===== src/sv/tass_pkg.sv =====
package tass_pkg;

   localparam int NUM_AXES_DEFAULT      = 3;
   localparam int POSITION_BITS_DEFAULT = 16;
   localparam int IO_AXES               = 3;
   localparam int FIELD_BITS            = 16;
   localparam int RESET_POSITION        = 1875;

   typedef enum logic {
      ACTION_LOAD = 1'b0,
      ACTION_TICK = 1'b1
   } action_type;

   typedef logic [FIELD_BITS-1:0] field_type;

   typedef struct packed {
      logic take;
      logic load;
   } step_ctrl_type;

endpackage


===== src/sv/tass_if.sv =====
interface tass_req_if;
   import tass_pkg::*;

   logic       valid;
   logic       ready;
   action_type action;
   field_type  target_base;
   field_type  target_lower;
   field_type  target_upper;
   field_type  step_base;
   field_type  step_lower;
   field_type  step_upper;

   modport source (
      output valid, action, target_base, target_lower, target_upper,
             step_base, step_lower, step_upper,
      input  ready
   );
   modport sink (
      input  valid, action, target_base, target_lower, target_upper,
             step_base, step_lower, step_upper,
      output ready
   );
endinterface

interface tass_rsp_if;
   import tass_pkg::*;

   logic      valid;
   logic      ready;
   field_type pos_base;
   field_type pos_lower;
   field_type pos_upper;
   logic      done_base;
   logic      done_lower;
   logic      done_upper;
   logic      move_done;

   modport source (
      output valid, pos_base, pos_lower, pos_upper, done_base, done_lower,
             done_upper, move_done,
      input  ready
   );
   modport sink (
      input  valid, pos_base, pos_lower, pos_upper, done_base, done_lower,
             done_upper, move_done,
      output ready
   );
endinterface


===== src/sv/tass_axis.sv =====
module tass_axis #(
   parameter int POSITION_BITS = tass_pkg::POSITION_BITS_DEFAULT
) (
   input  logic                     clock,
   input  logic                     reset,
   input  tass_pkg::step_ctrl_type  ctrl,
   input  logic [POSITION_BITS-1:0] load_target,
   input  logic [POSITION_BITS-1:0] load_step,
   output logic [POSITION_BITS-1:0] position,
   output logic                     done
);
   import tass_pkg::*;

   localparam logic [POSITION_BITS-1:0] RESET_POS = POSITION_BITS'(RESET_POSITION);

   logic [POSITION_BITS-1:0] position_ff, position_in;
   logic [POSITION_BITS-1:0] target_ff, target_in;
   logic [POSITION_BITS-1:0] step_ff, step_in;
   logic                     done_ff, done_in;
   logic                     cur_done;
   logic [POSITION_BITS:0]   sum;
   logic [POSITION_BITS-1:0] gap;

   always_comb begin
      target_in   = ctrl.load ? load_target : target_ff;
      step_in     = ctrl.load ? load_step : step_ff;
      cur_done    = ctrl.load ? (load_step == '0) : done_ff;
      sum         = {1'b0, position_ff} + {1'b0, step_in};
      gap         = position_ff - target_in;
      position_in = position_ff;
      done_in     = cur_done;
      if (!cur_done) begin
         if (position_ff < target_in) begin
            if (sum > {1'b0, target_in}) begin
               position_in = target_in;
               done_in     = 1'b1;
            end else begin
               position_in = sum[POSITION_BITS-1:0];
            end
         end else if (position_ff > target_in) begin
            if (gap < step_in) begin
               position_in = target_in;
               done_in     = 1'b1;
            end else begin
               position_in = position_ff - step_in;
            end
         end else begin
            done_in = 1'b1;
         end
      end
   end

   always_ff @(posedge clock) begin
      if (reset) begin
         position_ff <= RESET_POS;
         target_ff   <= RESET_POS;
         step_ff     <= '0;
         done_ff     <= 1'b1;
      end else if (ctrl.take) begin
         position_ff <= position_in;
         target_ff   <= target_in;
         step_ff     <= step_in;
         done_ff     <= done_in;
      end
   end

   assign position = position_ff;
   assign done     = done_ff;

endmodule


===== src/sv/three_axis_servo_slew_stepper_core.sv =====
// Latency: the result of an item is valid in the cycle after it is accepted.
// Throughput: one item per cycle; the axis state registers double as the
// result register, so a new item is taken when no result is pending or when it is taken.
// Reset: positions and targets 1875, steps zero, all axes done, no result
// pending.
module three_axis_servo_slew_stepper_core #(
   parameter int NUM_AXES      = tass_pkg::NUM_AXES_DEFAULT,
   parameter int POSITION_BITS = tass_pkg::POSITION_BITS_DEFAULT
) (
   input logic clock,
   input logic reset,
   tass_req_if.sink   req_chan,
   tass_rsp_if.source rsp_chan
);
   import tass_pkg::*;

   localparam logic [POSITION_BITS-1:0] RESET_POS = POSITION_BITS'(RESET_POSITION);

   logic          rsp_valid_ff, rsp_valid_in;
   logic          take;
   step_ctrl_type ctrl;
   field_type     req_target [IO_AXES];
   field_type     req_step   [IO_AXES];
   field_type     out_pos    [IO_AXES];
   logic          out_done   [IO_AXES];
   logic [POSITION_BITS-1:0] axis_pos  [NUM_AXES];
   logic [NUM_AXES-1:0]      axis_done;

   assign req_chan.ready = !rsp_valid_ff || rsp_chan.ready;
   assign take           = req_chan.valid && req_chan.ready;
   assign ctrl.take      = take;
   assign ctrl.load      = (req_chan.action == ACTION_LOAD);

   assign req_target[0] = req_chan.target_base;
   assign req_target[1] = req_chan.target_lower;
   assign req_target[2] = req_chan.target_upper;
   assign req_step[0]   = req_chan.step_base;
   assign req_step[1]   = req_chan.step_lower;
   assign req_step[2]   = req_chan.step_upper;

   for (genvar a = 0; a < NUM_AXES; a++) begin : g_axis
      logic [POSITION_BITS-1:0] load_target;
      logic [POSITION_BITS-1:0] load_step;

      if (a < IO_AXES) begin : g_io
         assign load_target = POSITION_BITS'({{POSITION_BITS{1'b0}}, req_target[a]});
         assign load_step   = POSITION_BITS'({{POSITION_BITS{1'b0}}, req_step[a]});
      end else begin : g_spare
         // no input group: always loaded with zero step, so done at once
         assign load_target = RESET_POS;
         assign load_step   = '0;
      end

      tass_axis #(
         .POSITION_BITS(POSITION_BITS)
      ) u_axis (
         .clock      (clock),
         .reset      (reset),
         .ctrl       (ctrl),
         .load_target(load_target),
         .load_step  (load_step),
         .position   (axis_pos[a]),
         .done       (axis_done[a])
      );
   end

   for (genvar a = 0; a < IO_AXES; a++) begin : g_out
      if (a < NUM_AXES) begin : g_used
         assign out_pos[a]  = FIELD_BITS'({{FIELD_BITS{1'b0}}, axis_pos[a]});
         assign out_done[a] = axis_done[a];
      end else begin : g_unused
         assign out_pos[a]  = '0;
         assign out_done[a] = 1'b1;
      end
   end

   always_comb begin
      rsp_valid_in = rsp_valid_ff;
      if (take) begin
         rsp_valid_in = 1'b1;
      end else if (rsp_chan.ready) begin
         rsp_valid_in = 1'b0;
      end
   end

   always_ff @(posedge clock) begin
      if (reset) begin
         rsp_valid_ff <= 1'b0;
      end else begin
         rsp_valid_ff <= rsp_valid_in;
      end
   end

   assign rsp_chan.valid      = rsp_valid_ff;
   assign rsp_chan.pos_base   = out_pos[0];
   assign rsp_chan.pos_lower  = out_pos[1];
   assign rsp_chan.pos_upper  = out_pos[2];
   assign rsp_chan.done_base  = out_done[0];
   assign rsp_chan.done_lower = out_done[1];
   assign rsp_chan.done_upper = out_done[2];
   assign rsp_chan.move_done  = &axis_done;

endmodule


===== src/flat_wrapper.sv =====
// flat-port wrapper written by rule: the top's interface ports become plain ports
module three_axis_servo_slew_stepper_core_flat import tass_pkg::*;
#(
   parameter int NUM_AXES      = tass_pkg::NUM_AXES_DEFAULT,
   parameter int POSITION_BITS = tass_pkg::POSITION_BITS_DEFAULT
)
  (clock, reset, req_chan_valid, req_chan_action, req_chan_target_base, req_chan_target_lower, req_chan_target_upper, req_chan_step_base, req_chan_step_lower, req_chan_step_upper, req_chan_ready, rsp_chan_valid, rsp_chan_pos_base, rsp_chan_pos_lower, rsp_chan_pos_upper, rsp_chan_done_base, rsp_chan_done_lower, rsp_chan_done_upper, rsp_chan_move_done, rsp_chan_ready);
  tass_req_if req_chan_i ();
  tass_rsp_if rsp_chan_i ();
  input logic clock;
  input logic reset;
  input wire logic [$bits(req_chan_i.valid)-1:0] req_chan_valid;
  input wire logic [$bits(req_chan_i.action)-1:0] req_chan_action;
  input wire logic [$bits(req_chan_i.target_base)-1:0] req_chan_target_base;
  input wire logic [$bits(req_chan_i.target_lower)-1:0] req_chan_target_lower;
  input wire logic [$bits(req_chan_i.target_upper)-1:0] req_chan_target_upper;
  input wire logic [$bits(req_chan_i.step_base)-1:0] req_chan_step_base;
  input wire logic [$bits(req_chan_i.step_lower)-1:0] req_chan_step_lower;
  input wire logic [$bits(req_chan_i.step_upper)-1:0] req_chan_step_upper;
  output wire logic [$bits(req_chan_i.ready)-1:0] req_chan_ready;
  output wire logic [$bits(rsp_chan_i.valid)-1:0] rsp_chan_valid;
  output wire logic [$bits(rsp_chan_i.pos_base)-1:0] rsp_chan_pos_base;
  output wire logic [$bits(rsp_chan_i.pos_lower)-1:0] rsp_chan_pos_lower;
  output wire logic [$bits(rsp_chan_i.pos_upper)-1:0] rsp_chan_pos_upper;
  output wire logic [$bits(rsp_chan_i.done_base)-1:0] rsp_chan_done_base;
  output wire logic [$bits(rsp_chan_i.done_lower)-1:0] rsp_chan_done_lower;
  output wire logic [$bits(rsp_chan_i.done_upper)-1:0] rsp_chan_done_upper;
  output wire logic [$bits(rsp_chan_i.move_done)-1:0] rsp_chan_move_done;
  input wire logic [$bits(rsp_chan_i.ready)-1:0] rsp_chan_ready;
  assign req_chan_i.valid = req_chan_valid;
  assign req_chan_i.action = req_chan_action;
  assign req_chan_i.target_base = req_chan_target_base;
  assign req_chan_i.target_lower = req_chan_target_lower;
  assign req_chan_i.target_upper = req_chan_target_upper;
  assign req_chan_i.step_base = req_chan_step_base;
  assign req_chan_i.step_lower = req_chan_step_lower;
  assign req_chan_i.step_upper = req_chan_step_upper;
  assign req_chan_ready = req_chan_i.ready;
  assign rsp_chan_valid = rsp_chan_i.valid;
  assign rsp_chan_pos_base = rsp_chan_i.pos_base;
  assign rsp_chan_pos_lower = rsp_chan_i.pos_lower;
  assign rsp_chan_pos_upper = rsp_chan_i.pos_upper;
  assign rsp_chan_done_base = rsp_chan_i.done_base;
  assign rsp_chan_done_lower = rsp_chan_i.done_lower;
  assign rsp_chan_done_upper = rsp_chan_i.done_upper;
  assign rsp_chan_move_done = rsp_chan_i.move_done;
  assign rsp_chan_i.ready = rsp_chan_ready;
  three_axis_servo_slew_stepper_core #(.NUM_AXES(NUM_AXES), .POSITION_BITS(POSITION_BITS)) u_core (.clock(clock), .reset(reset), .req_chan(req_chan_i), .rsp_chan(rsp_chan_i));
endmodule

===== config.mk =====
export PLATFORM = sky130hd
export DESIGN_NAME = three_axis_servo_slew_stepper_core_flat
export DESIGN_NICKNAME = d
export VERILOG_FILES = /design/src/sv/tass_pkg.sv /design/src/sv/tass_if.sv /design/src/sv/tass_axis.sv /design/src/sv/three_axis_servo_slew_stepper_core.sv /design/src/flat_wrapper.sv
export SDC_FILE = /design/constraint.sdc
export NUM_CORES = 1
export LEC_CHECK = 0
export BUFFER_PORTS_ARGS = -buffer_cell sky130_fd_sc_hd__buf_2
export CAP_MARGIN = 20
export CORE_MARGIN = 5
export CORE_UTILIZATION = 56
export DETAILED_ROUTE_END_ITERATION = 10
export PLACE_DENSITY = 0.89
export SETUP_SLACK_MARGIN = 0.2
export SYNTH_ARGS = -nofsm -noshare
export SYNTH_HDL_FRONTEND = slang
export SYNTH_HIERARCHICAL = 1
export SYNTH_SLANG_ARGS = --single-unit

===== constraint.sdc =====
create_clock -name clock -period 5.9 [get_ports clock]
set_input_delay 0.885 -clock clock [delete_from_list [all_inputs] [get_ports clock]]
set_output_delay 0.885 -clock clock [all_outputs]
set_load 0.03 [all_outputs]

==> Yosys cells after proc, flatten, opt, wreduce, memory -nomap -nowiden <==
Cells that the tools add are included.
{ "op_classes": {"addsub": 9, "magnitude_cmp": 12, "reduce_logical": 14, "mux": 38, "n_bitwise": 3} }
{ "ops": {"columns": ["cell", "n"], "rows": [
  ["$mux W16", 18],
  ["$lt A16 B16 Y1", 6],
  ["$sub A16 B16 Y16", 6],
  ["$add A16 B16 Y17", 3],
  ["$gt A17 B16 Y1", 3],
  ["$gt A16 B16 Y1", 3],
  ["$logic_not A16 Y1", 3],
  ["$mux W1", 20],
  ["$reduce_and A3 Y1", 4],
  ["$reduce_bool A2 Y1", 4],
  ["$not A1 Y1", 3],
  ["$logic_and A1 B1 Y1", 1],
  ["$logic_not A1 Y1", 1],
  ["$logic_or A1 B1 Y1", 1]
]} }
{ "totals": {"register_bits": 148} }

==> Depth between registers and ports, before layout <==
Gate-level depths: netlist of run 1.
{ "logic_depth": {"ltp_word": 7, "mapped_depth": 25, "mapped_depth_nobuf": 21} }

==> Modules after synthesis <==
The synthesis of run 1 kept the hierarchy.
{ "by_module_without_submodules": {"columns": ["module", "instances", "area_each_um2", "cells_per_inst"], "rows": [
  ["tass_axis (u_core.g_axis[1].u_axis)", 1, 5480.3, 701],
  ["tass_axis (u_core.g_axis[2].u_axis)", 1, 5397.7, 677],
  ["tass_axis (u_core.g_axis[0].u_axis)", 1, 5331.4, 662],
  ["three_axis_servo_slew_stepper_core", 1, 65.1, 7]
]} }

==> Worst setup path after synthesis of run 1 <==
OpenSTA, ideal clock, no wires.
{ "synth_path": {"kind": "input to register", "startpoint": "input port req_chan_action", "endpoint": "register u_core.g_axis[2].u_axis.position_ff[10]", "t_arrival_ns": 6.260, "slack_ns": -0.482, "required_ns": 5.778, "path_stages": 23, "cell_sequence": "inv_1 -> buf_2 -> buf_1 -> buf_1 -> mux2i_1 -> inv_1 -> ha_1 -> or3_1 -> o221ai_1 -> a2111oi_0 -> o31a_1 -> o31a_1 -> or2_2 -> ha_1 -> a21o_1 -> a21oi_2 -> or3b_1 -> o31ai_2 -> nor4b_4 -> nand2b_2 -> buf_6 -> nor2_2 -> o32a_1"} }
{ "synth_between": {"elab_cells_between_ends": 17, "cone_classes": "add/sub (3); order compare (4); mux (7); bitwise (1); reduce/logical (2)"} }
{ "synth_lines": {"columns": ["item", "line_no", "source"], "rows": [
  ["start, declared", "flat_wrapper.sv:13", "input wire logic [$bits(req_chan_i.action)-1:0] req_chan_action;"],
  ["$mux W16 *", "tass_axis.sv:26", "step_in = ctrl.load ? load_step : step_ff;"],
  ["net u_core.g_axis[2].u_axis.step_in[5]", "tass_axis.sv:18", "logic [POSITION_BITS-1:0] step_ff, step_in;"],
  ["$add A16 B16 Y17 (tied with other cells)", "tass_axis.sv:28", "sum = {1'b0, position_ff} + {1'b0, step_in};"],
  ["$gt A17 B16 Y1 / $mux W16 (equally long branches)", "tass_axis.sv:34, tass_axis.sv:41", null],
  ["$mux W16, on equally long branches", "tass_axis.sv:34, tass_axis.sv:40", null],
  ["$mux W16 *", "tass_axis.sv:33", "if (position_ff < target_in) begin"],
  ["end signal, assigned", "tass_axis.sv:60", "position_ff <= position_in;"],
  ["end, declared", "tass_axis.sv:16", "logic [POSITION_BITS-1:0] position_ff, position_in;"]
]} }
Mark *: on every way through the listed nets, which the timed path passes. The rest lies on a longest branch. The select of a mux whose other input is x is not followed.
A chain may end at the register's enable or synchronous reset.

==> Worst setup path in the final report of run 1 <==
{ "layout_path": {"startpoint": "input port req_chan_action", "endpoint": "register u_core.g_axis[2].u_axis.position_ff[15]"} }
{ "layout_between": {"elab_chain_len": 6, "elab_cells_between_ends": 17, "cone_classes": "add/sub (3); order compare (4); mux (7); bitwise (1); reduce/logical (2)"} }
{ "layout_lines": {"columns": ["item", "line_no", "source"], "rows": [
  ["$mux W16", "tass_axis.sv:25", "target_in = ctrl.load ? load_target : target_ff;"],
  ["$sub A16 B16 Y16", "tass_axis.sv:29", "gap = position_ff - target_in;"],
  ["$lt A16 B16 Y1", "tass_axis.sv:41", "if (gap < step_in) begin"],
  ["$mux W16", "tass_axis.sv:41", null],
  ["$mux W16", "tass_axis.sv:40", "end else if (position_ff > target_in) begin"],
  ["$mux W16", "tass_axis.sv:33", null]
]} }
Several ways; a longest one is shown, not always the timed one. The select of a mux whose other input is x is not followed.

==> summary.md, run 1 <==
| Metric | Value |
|---|---|
| Largest stage delay on the critical path | `370 ps` |
| CP startpoint kind | `input pin` |
| Post-Synth Simple-Gate Area | `20.4%` |
| M3 GR Usage | `5.13%` |
| Post-Place Cells | `2,651` |
| CP required | `6240 ps` |
| Crit path max fanout | `15` |
| Max Root-Sink Buffers | `2` |
| Post-Synth XOR/XNOR Area | `4.52%` |
| Seq/Total Area, Yosys | `18.2%` |
| Worst-path cell chain | `buf_2 > inv_8 > mux2i_2 > ha_1 > nand2b_1 > a221oi_2 > o221ai_1 > buf_4 > a211oi_1 > o21ai_1 > a32o_1 > xnor2_1 > ha_1 > a21oi_2 > or3b_1 > o31ai_2 > nor4b_4 > buf_4 > or3b_1 > a311oi_2` |
| Drt drc | `0` |
| Most frequent cell after synthesis | `nor2_1` |
| Reg2reg end | `u_core/g_axis[2].u_axis/position[15]$_SDFFE_PP0P_` |
| Critical Path Start | `req_chan_action` |
| Fin cells | `2,681` |
| Die area | `32,600 µm²` |
| FP Rows | `62` |
| Die X | `180 µm` |
| # Post-CTS Setup Buffers | `0` |
| Met2 Use GR | `51.0%` |
| Yosys reg bits | `148` |
| Largest net degree at the start of global routing | `87` |
| Via Count | `16,800` |
| Total routed wirelength | `52.7 mm` |
| CTS buffer count | `17` |
| Most utilized layer in the global route result | `met2` |
| Tcrit/Tclk final | `93.4%` |
| Hold-fix buffers at CTS | `0` |
| Port bufs | `154` |
| # diodes | `0` |
| Hold crit path type | `reg -> reg` |
| Peak supply drop | `0.247 mV` |
| P per Cell Area | `439 nW/µm²` |
| Clk slew on worst S/H paths | `60 ps` |
| Slew @ Worst Pin | `961 ps` |
| Dpl hpwl | `41.9 mm` |
| Min Tclk post-route | `5510 ps` |
| Skew-Pair Late Insertion Delay | `440 ps` |
| Clock Sinks | `148` |
| Slew Limit Fails | `0` |
| Tot GR Track Use | `30.8%` |
| Initial DRC count | `1,597` |
| Min-Delay Endpoint | `u_core/g_axis[1].u_axis/step_ff[13]$_SDFFE_PP0P_` |
| Root buffer cell | `clkbuf_16` |
| Initial antenna violation count | `0` |
| H-tree depth | `4` |
| Synth Area in Compound Gates | `25.0%` |
| Avg WL per Cell | `19.7 µm` |
| Final WS setup | `389 ps` |
| Area Overhead vs Synth | `17.5%` |
| RSZ-0062 raised after global routing | `false` |
| Count of cell types in the netlist | `103` |
| Max frequency | `181 MHz` |
| Reg-to-reg startpoint | `u_core/g_axis[2].u_axis/position[1]$_SDFFE_PP1P_` |
| Hold path cells | `2` |
| Main synth FF type | `dfxtp_1` |
| Endpoints failing hold | `0` |
| Net Count, Synth | `2,394` |
| First-pass GRT wire length | `83.2 mm` |
| Number of synthesized flops with an enable pin | `0` |
| Met1 Usage GRT | `40.3%` |
| Worst hold start | `u_core/g_axis[1].u_axis/step_ff[13]$_SDFFE_PP0P_` |
| Crit path max-delay family | `compound AO/OA/AOI/OAI gates` |
| Share of cells above drive strength 1 | `19.8%` |
| Synthesized area | `16,300 µm²` |
| Adder-cell share of the synthesized area | `19.3%` |
| Place WS | `-294 ps` |
| Core region area | `28,700 µm²` |
| CTS tree | `yes` |
| Initial Utilization | `56.7%` |
| Crit end category | `flop` |
| Total power | `8.38 mW` |
| Synth cell count leaders | `nor2_1, ha_1, dfxtp_1` |
| Drt pass-1 iters | `6` |
| Crit path DAT | `5850 ps` |
| Io pins | `155` |
| Post-DRT Antenna Nets | `0` |
| Chip Height | `180 µm` |
| Grt ovf | `0` |
| Worst setup path category | `in -> reg` |
| Vias in the first global route | `16,200` |
| Fin Clk Skew | `12.6 ps` |
| Net count, final | `2,633` |
| Maximum Capacitance Violations | `0` |
| Largest cells by area after synthesis | `ha_1, dfxtp_1, nor2_1` |
| Post-synth ARST share | `0%` |
| Register-to-Register Path Depth | `17` |
| Average size of a mapped cell | `7.95 µm²` |
| Main combinational cell family by area after synthesis | `compound AO/OA/AOI/OAI gates` |
| Leakage | `8.80 nW` |
| Cell taking the most area after synthesis | `ha_1` |
| Top cell type's share of synthesized area | `18.2%` |
| Cells after Synth | `2,047` |
| Layout Utilization | `66.6%` |
| R2R Setup Slk | `870 ps` |
| Portion of netlist area occupied by mux cells | `6.50%` |
| Routability cong. | `1.01` |
| Rel. slew slack | `35.9%` |
| Routed vias/inst | `6.26` |
| Yosys warnings | `6` |
| WP buf/inv | `4` |
| Run status | `complete, no violations` |
| Slowest cell on crit path | `or3b_1` |
| Endpoints failing setup | `0` |
## cell usage in the layout (no fill, tap or decap), drive strengths merged, types with 8 or more instances in the layout
| cell type | netlist | final |
|---|---|---|
| a21boi | 11 | 11 |
| mux2i | 90 | 90 |
| o21ai | 71 | 71 |
| nand4 | 23 | 23 |
| o22ai | 11 | 11 |
| nor4 | 16 | 16 |
| ha | 237 | 237 |
| a31oi | 22 | 22 |
| clkbuf | 56 | 21 |
| dfxtp | 148 | 148 |
| a211o | 12 | 12 |
| a211oi | 108 | 108 |
| nand3b | 11 | 11 |
| nand2b | 42 | 42 |
| o22a | 8 | 8 |
| or2 | 25 | 25 |
| o31ai | 10 | 10 |
| nor2b | 47 | 47 |
| buf | 49 | 325 |
| a21oi | 109 | 109 |
| nand3 | 32 | 32 |
| and2 | 13 | 13 |
| inv | 135 | 135 |
| nor2 | 255 | 255 |
| o21a | 32 | 32 |
| a311oi | 12 | 12 |
| o211ai | 18 | 18 |
| nand2 | 84 | 84 |
| nor3 | 47 | 47 |
| or3 | 17 | 17 |
| fa | 9 | 9 |
| xnor2 | 60 | 60 |
| o21bai | 12 | 12 |
| a221o | 9 | 9 |
| and3 | 16 | 16 |
| o311ai | 8 | 8 |
| a21o | 29 | 29 |
| a221oi | 12 | 12 |
| xor2 | 24 | 24 |
| mux2 | 14 | 14 |
## what timing repair did
action | CTS | global route
pin swaps | 0 | 2
setup endpoints to repair | 7 | 51
gates resized for setup | 2 | 29
## registers in the layout, summed over array words and instances (netlist names)
name,flops
u_core/g_axis.u_axis/position,48
u_core/g_axis.u_axis/step_ff,48
u_core/g_axis.u_axis/target_ff,48
u_core/g_axis.u_axis/done,3
u_core/rsp_chan.valid,1
## tightest hold or removal path, stage by stage (launching register included)
cell and delay, ps:
dfxtp_1 310, nor2_1 80, a211oi_1 50
## layout make-up
type,count,area (µm²)
clock buffer,21,470
clock inverter,9,105
fill,2460,9590
inverter,135,514
multi-input combinational,1659,12500
sequential,148,2960
tap,384,480
timing repair buffer,325,2120
## layer usage
| layer | share of wire, % | vias up |
|---|---|---|
| met5 | 0 | - |
| met4 | 3.8 | 0 |
| met3 | 7.7 | 128 |
| met2 | 46 | 741 |
| met1 | 43 | 7922 |
| li1 | - | 7987 |
## per-stage QoR
step	TNS, ps	hold WS [ps]	cell area [µm²]
detailed placement	-6300	476	18400
floorplan	0	456	16300
finish	0	484	19100
global placement	-784	469	18400
global route	0	494	19100
CTS	0	485	19000
## how the worst max path moves through the flow
stage | end | cells after the start
global route | u_core/g_axis[2].u_axis/position[15]$_SDFFE_PP0P_ | 20
finish | u_core/g_axis[2].u_axis/position[15]$_SDFFE_PP0P_ | 20
detailed placement | u_core/g_axis[1].u_axis/position[12]$_SDFFE_PP0P_ | 23
floorplan | u_core/g_axis[2].u_axis/position[10]$_SDFFE_PP1P_ | 23
CTS | u_core/g_axis[0].u_axis/position[12]$_SDFFE_PP0P_ | 22
global placement | u_core/g_axis[1].u_axis/position[12]$_SDFFE_PP0P_ | 23
## power by group
group | internal [mW] | switching, mW | total, mW
Sequential | 1.14 | 0.198 | 1.34
Combinational | 2.58 | 3.36 | 5.94
Clock | 0.650 | 0.455 | 1.10
## logic make-up (layout without fill, tap and decap cells)
family | after synthesis | after routing
adder cells (fa/ha/maj) | 246 | 246
flip-flops | 148 | 148
multiplexers | 104 | 104
AND/OR/NAND/NOR | 660 | 660
AO/OA/AOI/OAI | 565 | 565
XOR/XNOR | 84 | 84
buffers and inverters | 240 | 490
Note: power is estimated with default switching activity, not from simulation.
==> run 2, diff against run 1 <==
--- a/config.mk
+++ b/config.mk
@@ -10,6 +10,7 @@
 export CORE_MARGIN = 5
 export CORE_UTILIZATION = 56
 export DETAILED_ROUTE_END_ITERATION = 10
+export GPL_TIMING_DRIVEN = 0
 export PLACE_DENSITY = 0.89
 export SETUP_SLACK_MARGIN = 0.2
 export SYNTH_ARGS = -nofsm -noshare
==> run 2 against run 1 <==
  * Total power is 1.9% higher
  * Critical path depth up 4
  * Utilization grew 1.2 points
  * Clock skew rose by 1.2 ps
  * Wire length rose by 8.5%
  * Sequential share of layout area decreased by 0.28 points
  * Hold slack lost 1.0 ps
  * Via count increased by 2.7%
  * Clock power is essentially flat
  * First-iteration DRC count up 18%
  * Maximum frequency fell by 1.9%
  * Clock-buffer cell count is 4 lower
==> summary.md, run 2 (synthesis results as in run 1) <==
| Metric | Value |
|---|---|
| Number of fillers in the final layout | `2,337` |
| Total routed wirelength | `57.2 mm` |
| Initial Utilization | `56.7%` |
| Routed vias/inst | `6.46` |
| Slowest cell on crit path | `or3b_4` |
| Avg WL per Cell | `21.4 µm` |
| Drt pass-1 iters | `6` |
| Total power | `8.54 mW` |
| Slew @ Worst Pin | `829 ps` |
| Fin Clk Skew | `13.8 ps` |
| WP buf/inv | `7` |
| Initial antenna violation count | `0` |
| Leakage | `8.60 nW` |
| Net count, final | `2,617` |
| Clk slew on worst S/H paths | `70 ps` |
| Worst setup path category | `in -> reg` |
| CTS tree | `yes` |
| Tot GR Track Use | `32.6%` |
| Slew Limit Fails | `0` |
| Largest stage delay on the critical path | `400 ps` |
| Rel. slew slack | `43.2%` |
| Tcrit/Tclk final | `95.2%` |
| CP startpoint kind | `input pin` |
| P per Cell Area | `439 nW/µm²` |
| Die area | `32,600 µm²` |
| Port bufs | `154` |
| Routability cong. | `1.00` |
| Fin Hold WS | `483 ps` |
| Worst-path cell chain | `buf_2 > inv_4 > buf_12 > buf_12 > mux2i_4 > ha_4 > nand2b_4 > a221oi_4 > o221ai_4 > buf_4 > a211oi_1 > o21ai_1 > a32o_1 > xnor2_1 > ha_1 > a21oi_2 > or3b_4 > o31ai_4 > nor4b_4 > buf_4 > nand2b_4 > buf_8 > nor2_2 > o32a_1` |
| Hold-fix buffers at CTS | `0` |
| Commonest non-fill, non-tap cell in the layout | `nor2_1` |
| Min Tclk post-route | `5620 ps` |
| Dpl hpwl | `44.1 mm` |
| First-pass GRT wire length | `86.4 mm` |
| Hold crit path type | `reg -> reg` |
| Root buffer cell | `clkbuf_16` |
| Share of cells above drive strength 1 | `20.1%` |
| FP Rows | `62` |
| Max Root-Sink Buffers | `2` |
| # diodes | `0` |
| Peak supply drop | `0.273 mV` |
| Grt ovf | `0` |
| Area Overhead vs Synth | `19.6%` |
| Io pins | `155` |
| Seq. cell area | `2960 µm²` |
| Post-DRT Antenna Nets | `0` |
| CP required | `6240 ps` |
| Crit end category | `flop` |
| CTS buffer count | `17` |
| Die X | `180 µm` |
| Endpoints failing hold | `0` |
| Largest net degree at the start of global routing | `17` |
| Crit path max-delay family | `compound AO/OA/AOI/OAI gates` |
| Post-Place Cells | `2,585` |
| Commonest cells after routing, fill and taps aside | `nor2_1, ha_1, buf_2` |
| Vias in the first global route | `16,300` |
| Chip Height | `180 µm` |
| Multi-input gate area | `13,100 µm²` |
| Maximum Capacitance Violations | `0` |
| Layout Utilization | `67.8%` |
| Drt drc | `0` |
| Run status | `complete, no violations` |
| RSZ-0062 raised after global routing | `false` |
| Crit path max fanout | `10` |
| Fin cells | `2,667` |
| Skew-Pair Late Insertion Delay | `440 ps` |
| Via Count | `17,200` |
| Crit path DAT | `5950 ps` |
| Endpoints failing setup | `0` |
| Initial DRC count | `1,883` |
| H-tree depth | `4` |
| Core region area | `28,700 µm²` |
| Max frequency | `178 MHz` |
| Clock Sinks | `148` |
run 2: cell type report:
type	instances	area share [%]
multi-input combinational	1659	67.2
inverter	135	2.62
tap	384	2.47
timing repair buffer	204	6.03
buffer	105	3.54
clock buffer	17	2.19
clock inverter	15	0.745
sequential	148	15.2
run 2: per-layer routing:
layer | wire length (µm) | track usage (%) | vias up
met5 | 0 | 0 | -
met4 | 2890 | 16.2 | 0
met3 | 5150 | 4.62 | 188
li1 | - | - | 7956
met2 | 25600 | 52.7 | 972
met1 | 23600 | 42.6 | 8107
run 2: stage by stage:
stage,setup slack [ps],TNS [ps],instance area [µm²]
global route,116,0,19500
detailed placement,-1960,-68420,17500
CTS,201,0,18700
finish,283,0,19500
global placement,-1820,-64070,17500
floorplan,157,0,16300
run 2: final timing paths:
path / from / end / slack [ps] / cells after the start
setup / recovery: req_chan_action / u_core/g_axis[2].u_axis/position[10]$_SDFFE_PP1P_ / 280 / 24
hold / removal: u_core/g_axis[0].u_axis/step_ff[11]$_SDFFE_PP0P_ / u_core/g_axis[0].u_axis/step_ff[11]$_SDFFE_PP0P_ / 480 / 2
setup reg to reg: u_core/g_axis[2].u_axis/step_ff[1]$_SDFFE_PP0P_ / u_core/g_axis[2].u_axis/position[10]$_SDFFE_PP1P_ / 980 / 20
hold reg to reg: u_core/g_axis[0].u_axis/step_ff[11]$_SDFFE_PP0P_ / u_core/g_axis[0].u_axis/step_ff[11]$_SDFFE_PP0P_ / 480 / 2
run 2: worst reg2reg max path, stage by stage (launching register included):
cell	delay (ps)
dfxtp_1	340
mux2i_4	310
ha_4	260
nand2b_4	150
a221oi_4	340
o221ai_4	180
buf_4	170
a211oi_1	260
o21ai_1	90
a32o_1	330
xnor2_1	150
ha_1	310
a21oi_2	180
or3b_4	400
o31ai_4	260
nor4b_4	230
buf_4	190
nand2b_4	140
buf_8	140
nor2_2	40
o32a_1	320
run 2: repair_timing:
item | 4_1_cts | 5_1_grt
endpoints found under the setup margin | 51 | 50
gates cloned | 0 | 2
buffers inserted | 9 | 39
endpoints found under the hold margin | 0 | 0
pin swaps | 5 | 24
gates resized for setup | 121 | 107
run 2: report_power, final:
| part | internal (mW) | total [mW] | leakage (nW) | switching [mW] |
|---|---|---|---|---|
| clock | 0.592 | 1.10 | 0.283 | 0.508 |
| combinational | 2.52 | 6.09 | 7.10 | 3.57 |
| sequential | 1.14 | 1.35 | 1.22 | 0.210 |
| total | 4.25 | 8.54 | 8.60 | 4.29 |
